$ cat src/rtl/core/rgbhsl_pkg.sv
package rgbhsl_pkg;

	localparam int CH_W   = 8;   // width of one color channel
	localparam int SUM_W  = 9;   // max + min, 0..510
	localparam int FRAC_W = 16;  // Q0.16 hue and saturation
	localparam int HDIV_W = 11;  // 6 * (max - min), up to 1530
	localparam int DIFF_W = 9;   // signed difference of two channels

	localparam logic [FRAC_W-1:0] SAT_MAX = {FRAC_W{1'b1}};

	typedef struct packed {
		logic [CH_W-1:0] red;
		logic [CH_W-1:0] green;
		logic [CH_W-1:0] blue;
	} pixel_t;

	typedef struct packed {
		logic [FRAC_W-1:0] hue;
		logic [FRAC_W-1:0] saturation;
		logic [SUM_W-1:0]  lightness_sum;
		logic              achromatic;
	} hsl_t;

	// Which channel holds the maximum.
	typedef enum logic [1:0] {
		SEL_RED   = 2'b00,
		SEL_GREEN = 2'b01,
		SEL_BLUE  = 2'b10
	} max_sel_t;

	// Extremes and the hue offset difference after the first stage.
	typedef struct packed {
		logic [CH_W-1:0]          hi;
		logic [CH_W-1:0]          lo;
		logic signed [DIFF_W-1:0] diff;
		max_sel_t                 sel;
	} ext_t;

	// One slot of the divider pipeline: two restoring divisions side by side.
	typedef struct packed {
		logic [HDIV_W-1:0] hrem;
		logic [HDIV_W-1:0] hdiv;
		logic [FRAC_W-1:0] hquo;
		logic [CH_W-1:0]   srem;
		logic [CH_W-1:0]   sdiv;
		logic [FRAC_W-1:0] squo;
		logic              sat_full;
		logic              achro;
		logic [SUM_W-1:0]  lsum;
	} div_slot_t;

endpackage

$ cat src/rtl/core/rgb_to_hsl_converter_unit.sv
// RGB to HSL converter. Takes one 8-bit RGB pixel per clock on the pixel
// channel and returns hue and saturation in Q0.16 (floored), the lightness as
// the exact sum max + min (lightness = lightness_sum / 510), and an achromatic
// flag that is set, with hue and saturation forced to zero, when all channels
// are equal. Red wins ties for the maximum, then green. Throughput is one
// pixel per clock while the output is not stalled. The pipe holds one
// stage for max/min, one for the divisor and dividend setup, sixteen
// restoring-division stages that each resolve one quotient bit of both
// hue and saturation, and the output register. A stall on the hsl
// channel freezes the whole pipe, so pixel_ready drops only while a finished
// result waits and hsl_ready is low.
module rgb_to_hsl_converter_unit
	import rgbhsl_pkg::*;
(
	input  logic   clk,
	input  logic   arst_n,
	input  logic   pixel_valid,
	output logic   pixel_ready,
	input  pixel_t pixel,
	output logic   hsl_valid,
	input  logic   hsl_ready,
	output hsl_t   hsl
);

	// One restoring step: double the remainder, subtract the divisor if it fits,
	// shift the resulting bit into the quotient. Remainder stays below divisor.
	function automatic div_slot_t div_step(input div_slot_t a);
		div_slot_t         r;
		logic [HDIV_W:0]   h2;
		logic [CH_W:0]     s2;
		logic              hbit;
		logic              sbit;
		r    = a;
		h2   = {a.hrem, 1'b0};
		s2   = {a.srem, 1'b0};
		hbit = (h2 >= {1'b0, a.hdiv});
		sbit = (s2 >= {1'b0, a.sdiv});
		r.hrem = hbit ? HDIV_W'(h2 - {1'b0, a.hdiv}) : h2[HDIV_W-1:0];
		r.srem = sbit ? CH_W'(s2 - {1'b0, a.sdiv}) : s2[CH_W-1:0];
		r.hquo = {a.hquo[FRAC_W-2:0], hbit};
		r.squo = {a.squo[FRAC_W-2:0], sbit};
		return r;
	endfunction

	// Advance the whole pipe unless a result is held at the output.
	logic adv;
	assign adv         = !hsl_valid || hsl_ready;
	assign pixel_ready = adv;

	// ---------------- stage 1: max, min and hue offset difference ----------
	logic v_s1;
	ext_t ext_s1;
	ext_t ext_d;

	always_comb begin
		ext_d = '0;
		if (pixel.red >= pixel.green && pixel.red >= pixel.blue) begin
			ext_d.sel  = SEL_RED;
			ext_d.hi   = pixel.red;
			ext_d.lo   = (pixel.green < pixel.blue) ? pixel.green : pixel.blue;
			ext_d.diff = $signed({1'b0, pixel.green}) - $signed({1'b0, pixel.blue});
		end else if (pixel.green >= pixel.blue) begin
			ext_d.sel  = SEL_GREEN;
			ext_d.hi   = pixel.green;
			ext_d.lo   = (pixel.red < pixel.blue) ? pixel.red : pixel.blue;
			ext_d.diff = $signed({1'b0, pixel.blue}) - $signed({1'b0, pixel.red});
		end else begin
			ext_d.sel  = SEL_BLUE;
			ext_d.hi   = pixel.blue;
			ext_d.lo   = (pixel.red < pixel.green) ? pixel.red : pixel.green;
			ext_d.diff = $signed({1'b0, pixel.red}) - $signed({1'b0, pixel.green});
		end
	end

	// ---------------- stage 2: sum, spread, divisors, hue dividend ---------
	logic      v_s2;
	div_slot_t init_s2;
	div_slot_t init_d;

	logic [CH_W-1:0]   spread;
	logic [SUM_W-1:0]  sum;
	logic [SUM_W-1:0]  den;
	logic [HDIV_W-1:0] six_d;
	logic [HDIV_W-1:0] base;
	logic [HDIV_W:0]   t_ext;

	always_comb begin
		spread = ext_s1.hi - ext_s1.lo;
		sum    = {1'b0, ext_s1.hi} + {1'b0, ext_s1.lo};
		// Light pixels use the distance to white as the saturation divisor.
		den    = (sum > SUM_W'(255)) ? SUM_W'(SUM_W'(510) - sum) : sum;
		six_d  = HDIV_W'({spread, 2'b00}) + HDIV_W'({spread, 1'b0});
		case (ext_s1.sel)
			SEL_RED:   base = ext_s1.diff[DIFF_W-1] ? six_d : '0;
			SEL_GREEN: base = HDIV_W'({spread, 1'b0});
			SEL_BLUE:  base = HDIV_W'({spread, 2'b00});
			default:   base = '0;
		endcase
		t_ext = {1'b0, base} + {{(HDIV_W+1-DIFF_W){ext_s1.diff[DIFF_W-1]}}, ext_s1.diff};

		init_d          = '0;
		init_d.hrem     = t_ext[HDIV_W-1:0];
		init_d.hdiv     = six_d;
		init_d.sdiv     = den[CH_W-1:0];
		// Spread equal to the divisor means a ratio of one: saturate.
		init_d.sat_full = ({1'b0, spread} == den);
		init_d.srem     = init_d.sat_full ? '0 : spread;
		init_d.achro    = (spread == '0);
		init_d.lsum     = sum;
	end

	// ---------------- stages 3..18: one quotient bit per stage -------------
	// Element k of the arrays is pipeline stage 3 + k.
	logic      v_div_s3   [FRAC_W];
	div_slot_t div_s3     [FRAC_W];

	genvar k;
	for (k = 0; k < FRAC_W; k++) begin : g_div
		if (k == 0) begin : g_first
			always_ff @(posedge clk or negedge arst_n) begin
				if (!arst_n) begin
					v_div_s3[k] <= 1'b0;
				end else if (adv) begin
					v_div_s3[k] <= v_s2;
				end
			end
			always_ff @(posedge clk) begin
				if (adv) begin
					div_s3[k] <= div_step(init_s2);
				end
			end
		end else begin : g_rest
			always_ff @(posedge clk or negedge arst_n) begin
				if (!arst_n) begin
					v_div_s3[k] <= 1'b0;
				end else if (adv) begin
					v_div_s3[k] <= v_div_s3[k-1];
				end
			end
			always_ff @(posedge clk) begin
				if (adv) begin
					div_s3[k] <= div_step(div_s3[k-1]);
				end
			end
		end
	end

	// ---------------- output register --------------------------------------
	hsl_t      out_d;
	div_slot_t last;

	always_comb begin
		last                = div_s3[FRAC_W-1];
		out_d.lightness_sum = last.lsum;
		out_d.achromatic    = last.achro;
		if (last.achro) begin
			out_d.hue        = '0;
			out_d.saturation = '0;
		end else begin
			out_d.hue        = last.hquo;
			out_d.saturation = last.sat_full ? SAT_MAX : last.squo;
		end
	end

	// Valid bits: advance with the pipe, hold on stall.
	always_ff @(posedge clk or negedge arst_n) begin
		if (!arst_n) begin
			v_s1      <= 1'b0;
			v_s2      <= 1'b0;
			hsl_valid <= 1'b0;
		end else if (adv) begin
			v_s1      <= pixel_valid;
			v_s2      <= v_s1;
			hsl_valid <= v_div_s3[FRAC_W-1];
		end
	end

	// Payload: no reset, hold on stall.
	always_ff @(posedge clk) begin
		if (adv) begin
			ext_s1  <= ext_d;
			init_s2 <= init_d;
			hsl     <= out_d;
		end
	end

endmodule

$ cat config.mk
export PLATFORM = sky130hd
export DESIGN_NAME = rgb_to_hsl_converter_unit
export DESIGN_NICKNAME = d
export VERILOG_FILES = /design/src/rtl/core/rgbhsl_pkg.sv /design/src/rtl/core/rgb_to_hsl_converter_unit.sv
export SDC_FILE = /design/constraint.sdc
export NUM_CORES = 2
export LEC_CHECK = 0
export BUFFER_PORTS_ARGS = -buffer_cell sky130_fd_sc_hd__buf_2
export CAP_MARGIN = 5
export CORE_MARGIN = 2
export CORE_UTILIZATION = 60
export DETAILED_ROUTE_END_ITERATION = 6
export HOLD_SLACK_MARGIN = 0.02
export PLACE_DENSITY = 0.76
export SLEW_MARGIN = 25
export SYNTH_ARGS = -nofsm -noshare
export SYNTH_HDL_FRONTEND = slang
export SYNTH_SLANG_ARGS = --single-unit
$ cat constraint.sdc
create_clock -name clk -period 80.9 [get_ports clk]
set_clock_uncertainty 0.1 [all_clocks]
set_input_delay 16.18 -clock clk [delete_from_list [all_inputs] [get_ports clk]]
set_output_delay 16.18 -clock clk [all_outputs]
set_load 0.005 [all_outputs]
=== Word-level counts from Yosys, hierarchy flattened ===
Memories as Yosys holds them, arrays and structs flattened.
Index checks and enable logic that the tools add are counted.

* Output and inout bits: 44
* Bits in writable memories: 1296
* Latch bits: 0
* Memories kept: 1
* Bits in read-only memories: 0
* Input port bits: 28
* Register bits after elaboration: 137
* Logic and storage cells: 165

* Reductions and logical operators: 5
* Div/mod/pow operators: 0
* Multipliers: 0
* Muxes and demuxes: 43
* $add $sub $neg: 40
* Bitwise gates (word level): 0
* Equal/unequal tests: 3
* Shift-type cells: 0
* Order comparisons: 39

{| class="wikitable"
|+ Memories
! name !! depth !! bits a word !! read ports !! clocked after Yosys merged registers in !! wr ports !! line !! RTL
|-
| div_s3 || 16 || 81 || 16 || 0 || 16 || rgb_to_hsl_converter_unit.sv:115 || <nowiki>div_slot_t div_s3 [FRAC_W];</nowiki>
|}

{| class="wikitable"
|+ Operators with widths
! operator !! number
|-
| $ge A12 B11 Y1 || 16
|-
| $mux W11 || 17
|-
| $sub A11 B11 Y11 || 16
|-
| $mux W8 || 19
|-
| $ge A9 B8 Y1 || 16
|-
| $sub A8 B8 Y8 || 17
|-
| $mux W27 || 2
|-
| $pmux W11 S3 || 1
|-
| $sub A8 B8 Y9 || 3
|-
| $ge A8 B8 Y1 || 3
|-
| $lt A8 B8 Y1 || 3
|-
| $mux W16 || 1
|-
| $add A10 B9 Y11 || 1
|-
| $add A11 B11 Y11 || 1
|-
| $add A8 B8 Y9 || 1
|-
| $eq A8 B9 Y1 || 1
|-
| $gt A9 B8 Y1 const B || 1
|-
| $mux W9 || 1
|-
| $sub A9 B9 Y9 const A || 1
|-
| $logic_not A8 Y1 || 1
|-
| $eq A2 B1 Y1 const B || 1
|-
| $eq A2 B2 Y1 const B || 1
|-
| $logic_not A2 Y1 || 1
|-
| $mux W1 || 2
|-
| other kinds (3) || 3
|}

=== Longest topological paths before layout ===
* Depth after elaboration: 5
* Mapped depth: 19
* Depth with buffers taken out: 19

=== Worst setup path before layout ===
Ideal clock, no wire load.

* Path type: in2out
* From: input hsl_ready
* To: output pixel_ready
* Arrival: 37.044 ns
* Setup slack: 27.576 ns
* Required time: 64.620 ns
* Stages on the path: 3
* Cells stage by stage: nor2b_1 buf_1 inv_1

* Word-level cells in the longest chain between the ends: 1

{| class="wikitable"
|+ RTL lines
! what !! line !! RTL
|-
| start, declared || rgb_to_hsl_converter_unit.sv:21 || <nowiki>input logic hsl_ready,</nowiki>
|-
| $logic_or A1 B1 Y1 || rgb_to_hsl_converter_unit.sv:47 || <nowiki>assign adv = !hsl_valid || hsl_ready;</nowiki>
|-
| end, declared || rgb_to_hsl_converter_unit.sv:18 || <nowiki>output logic pixel_ready,</nowiki>
|}

No other way between the ends.

=== Final worst setup path ===
Same ends and word-level chain as after synthesis.

==> results.json <==
{
  "synthCells": 3696,
  "clkSinkCount": 1092,
  "synth-edff-count": 1073,
  "cp_slowest_cell": "buf_4",
  "clock.fmax_mhz": 29.89,
  "slowest_delay_ns": 0.28,
  "hold_class": "register to register",
  "worstSetupStartpoint": "hsl_ready",
  "fp-row-count": 107,
  "syn_avg_cell_area_um2": 13.87,
  "wl_mm": 80.68,
  "crit_chain": "buf_2 -> nor2b_2 -> buf_4 -> inv_8 -> buf_2",
  "grt_pass1_wl_mm": 133.2,
  "core_mm2": 0.08488,
  "worstMarginPinSlew_ns": 1.019,
  "cp-end-kind": "output port",
  "cts_tree": "built",
  "start_util": 0.6041,
  "crit_top_cell": "buf_2",
  "place.gp.congestion": 0.8724,
  "htree_levels": 3,
  "fin_nets": 4274,
  "portBuffers": 71,
  "setup_slack_ns": 47.45,
  "cap_violations": 0,
  "hold_viol": 0,
  "crit_path_max_fanout": 48,
  "avgViaCountPerCell": 5.421,
  "ff_latch_area_mm2": 0.03270,
  "arrival_ns": 17.17,
  "setup_tns_ns": 0,
  "criticalPathCategory": "input port to output port",
  "first_global_vias": 27730,
  "drive_above_1_share": 0.1253,
  "die_x_um": 296.3,
  "synth-main-ff-cell": "edfxtp_1",
  "drc": 0,
  "slew_headroom": 0.3205,
  "antenna_found_initial": 1,
  "clk_latency_ns": 0.69,
  "rsz0062_at_grt": "no",
  "async_flop_share": 0.01740,
  "startpoint_type": "input port",
  "path_delay_family": "buffers and inverters",
  "syn_area_mm2": 0.05128,
  "setup_viol": 0,
  "ios": 72,
  "synth_nets": 4108,
  "instances_no_fill": 5096,
  "placed_cells": 4897,
  "synth_top_cell_by_area": "edfxtp_1",
  "grt_overflow": 0,
  "grt_max_degree": 192,
  "cts_buffers": 107,
  "nFillCells": 5943,
  "fin_crit_ns": 33.45,
  "worstHoldStart": "div_s3[1][208]",
  "firstDrtPassIters": 6,
  "wl_per_cell_um": 15.83,
  "dp_hpwl_mm": 55.54,
  "drt_iter0_markers": 1582,
  "final-max-slew-violation-count": 0,
  "antenna_left": 0,
  "area_growth_pct": 10.45,
  "timing.final.crit_share": 0.4135,
  "synth_top_area_frac": 0.6283,
  "path_clk_slew_ns": 0.06,
  "ctsRootBufferMaster": "clkbuf_16",
  "dp_slack_ns": 47.48,
  "seq_area_frac_synth": 0.6376,
  "synth_seq_cells": 1092,
  "dieArea_mm2": 0.08782,
  "ctsResizeCount": 0,
  "synth.area.top_cells": "edfxtp_1 (63%), ha_1 (8.5%), mux2_2 (4.2%)",
  "clock_path_buffers": 3,
  "route.vias.total": 27624,
  "ys_warn_count": 0,
  "grt.total_usage": 0.1875,
  "multiInputGateArea_mm2": 0.01663,
  "r2r_start": "ext_s1[19]",
  "cts_setup_buffers": 0,
  "cp_data_required_time_ns": 64.62,
  "dieHeight_um": 296.3,
  "cts_hold_buf": 0,
  "yosysUniqueCellTypes": 84,
  "diodes": 0,
  "outcome": "complete, no violations",
  "crit_buf_inv": 4
}
==> layer usage <==
layer,global-route usage,part of all wire
met1,0.2365,0.43
met2,0.3327,0.51
met3,0.02862,0.039
met4,0.06110,0.021
met5,0,0.00016
==> registers in the layout, indices dropped and copies added (netlist names) <==
register	cells
div_s3	958
v_s1	1
hsl	42
ext_s1	27
v_div_s3	16
init_s2	46
hsl_valid	1
v_s2	1
==> cells in the mapped netlist (19+ instances only) <==
cell	n
dfrtp_1	19
nand3_1	30
nand2_1	106
nor2_1	288
o21ai_0	161
a21oi_1	123
xnor2_1	113
a21o_1	88
mux2_2	193
xor2_1	65
ha_1	347
nand2b_1	40
edfxtp_1	1073
a221oi_1	20
inv_1	483
mux2i_1	40
nand4_1	50
a21boi_0	56
nor2b_1	80
o21a_1	29
fa_1	37
nor3_1	28
==> layout make-up <==
type	count	share of cell area
clock inverter	77	0.01427
sequential	1092	0.5773
tap	1144	0.02527
clock buffer	122	0.04827
multi-input combinational	2089	0.2936
inverter	488	0.03248
timing repair buffer	84	0.008793
==> metrics by stage <==
stage          hold slack, ns    util  area, um2
2_1_floorplan          0.3003       -      51280
3_3_place_gp           0.3002  0.6254      53090
3_5_place_dp           0.3045  0.6254      53090
4_1_cts                0.2774  0.6672      56630
5_1_grt                0.2820  0.6673      56640
6_report               0.2841  0.6673      56640
==> logic make-up after synthesis <==
family | synth area share
buffers and inverters | 0.03838
AO/OA/AOI/OAI | 0.07842
adder cells (fa/ha/maj) | 0.09911
flip-flops | 0.6376
XOR/XNOR | 0.03235
AND/OR/NAND/NOR | 0.06393
multiplexers | 0.05019
==> worst paths after layout <==
check	slack (ns)	cells past startpoint	end
worst max-delay path	47.45	5	pixel_ready
max in group asynchronous	65.09	1	v_div_s3[14]
worst min-delay path	0.28	0	div_s3[1][290]
worst min register to register	0.28	0	div_s3[1][290]
min in group asynchronous	15.32	1	v_div_s3[15]
worst max register to register	76.20	17	init_s2[80]
==> placed cells by master, fill, tap and decap left out, drive strengths merged, types with 37 or more instances in the layout <==
| master | count |
|---|---|
| a21boi | 57 |
| a21o | 88 |
| a21oi | 125 |
| buf | 84 |
| clkbuf | 122 |
| clkinv | 57 |
| edfxtp | 1073 |
| fa | 37 |
| ha | 347 |
| inv | 492 |
| mux2 | 193 |
| mux2i | 40 |
| nand2 | 106 |
| nand2b | 41 |
| nand4 | 50 |
| nor2 | 304 |
| nor2b | 80 |
| o21ai | 169 |
| xnor2 | 117 |
| xor2 | 65 |
Power is not shown: default switching activity piles up to over one toggle a cycle in this logic, so the estimate is an artifact.
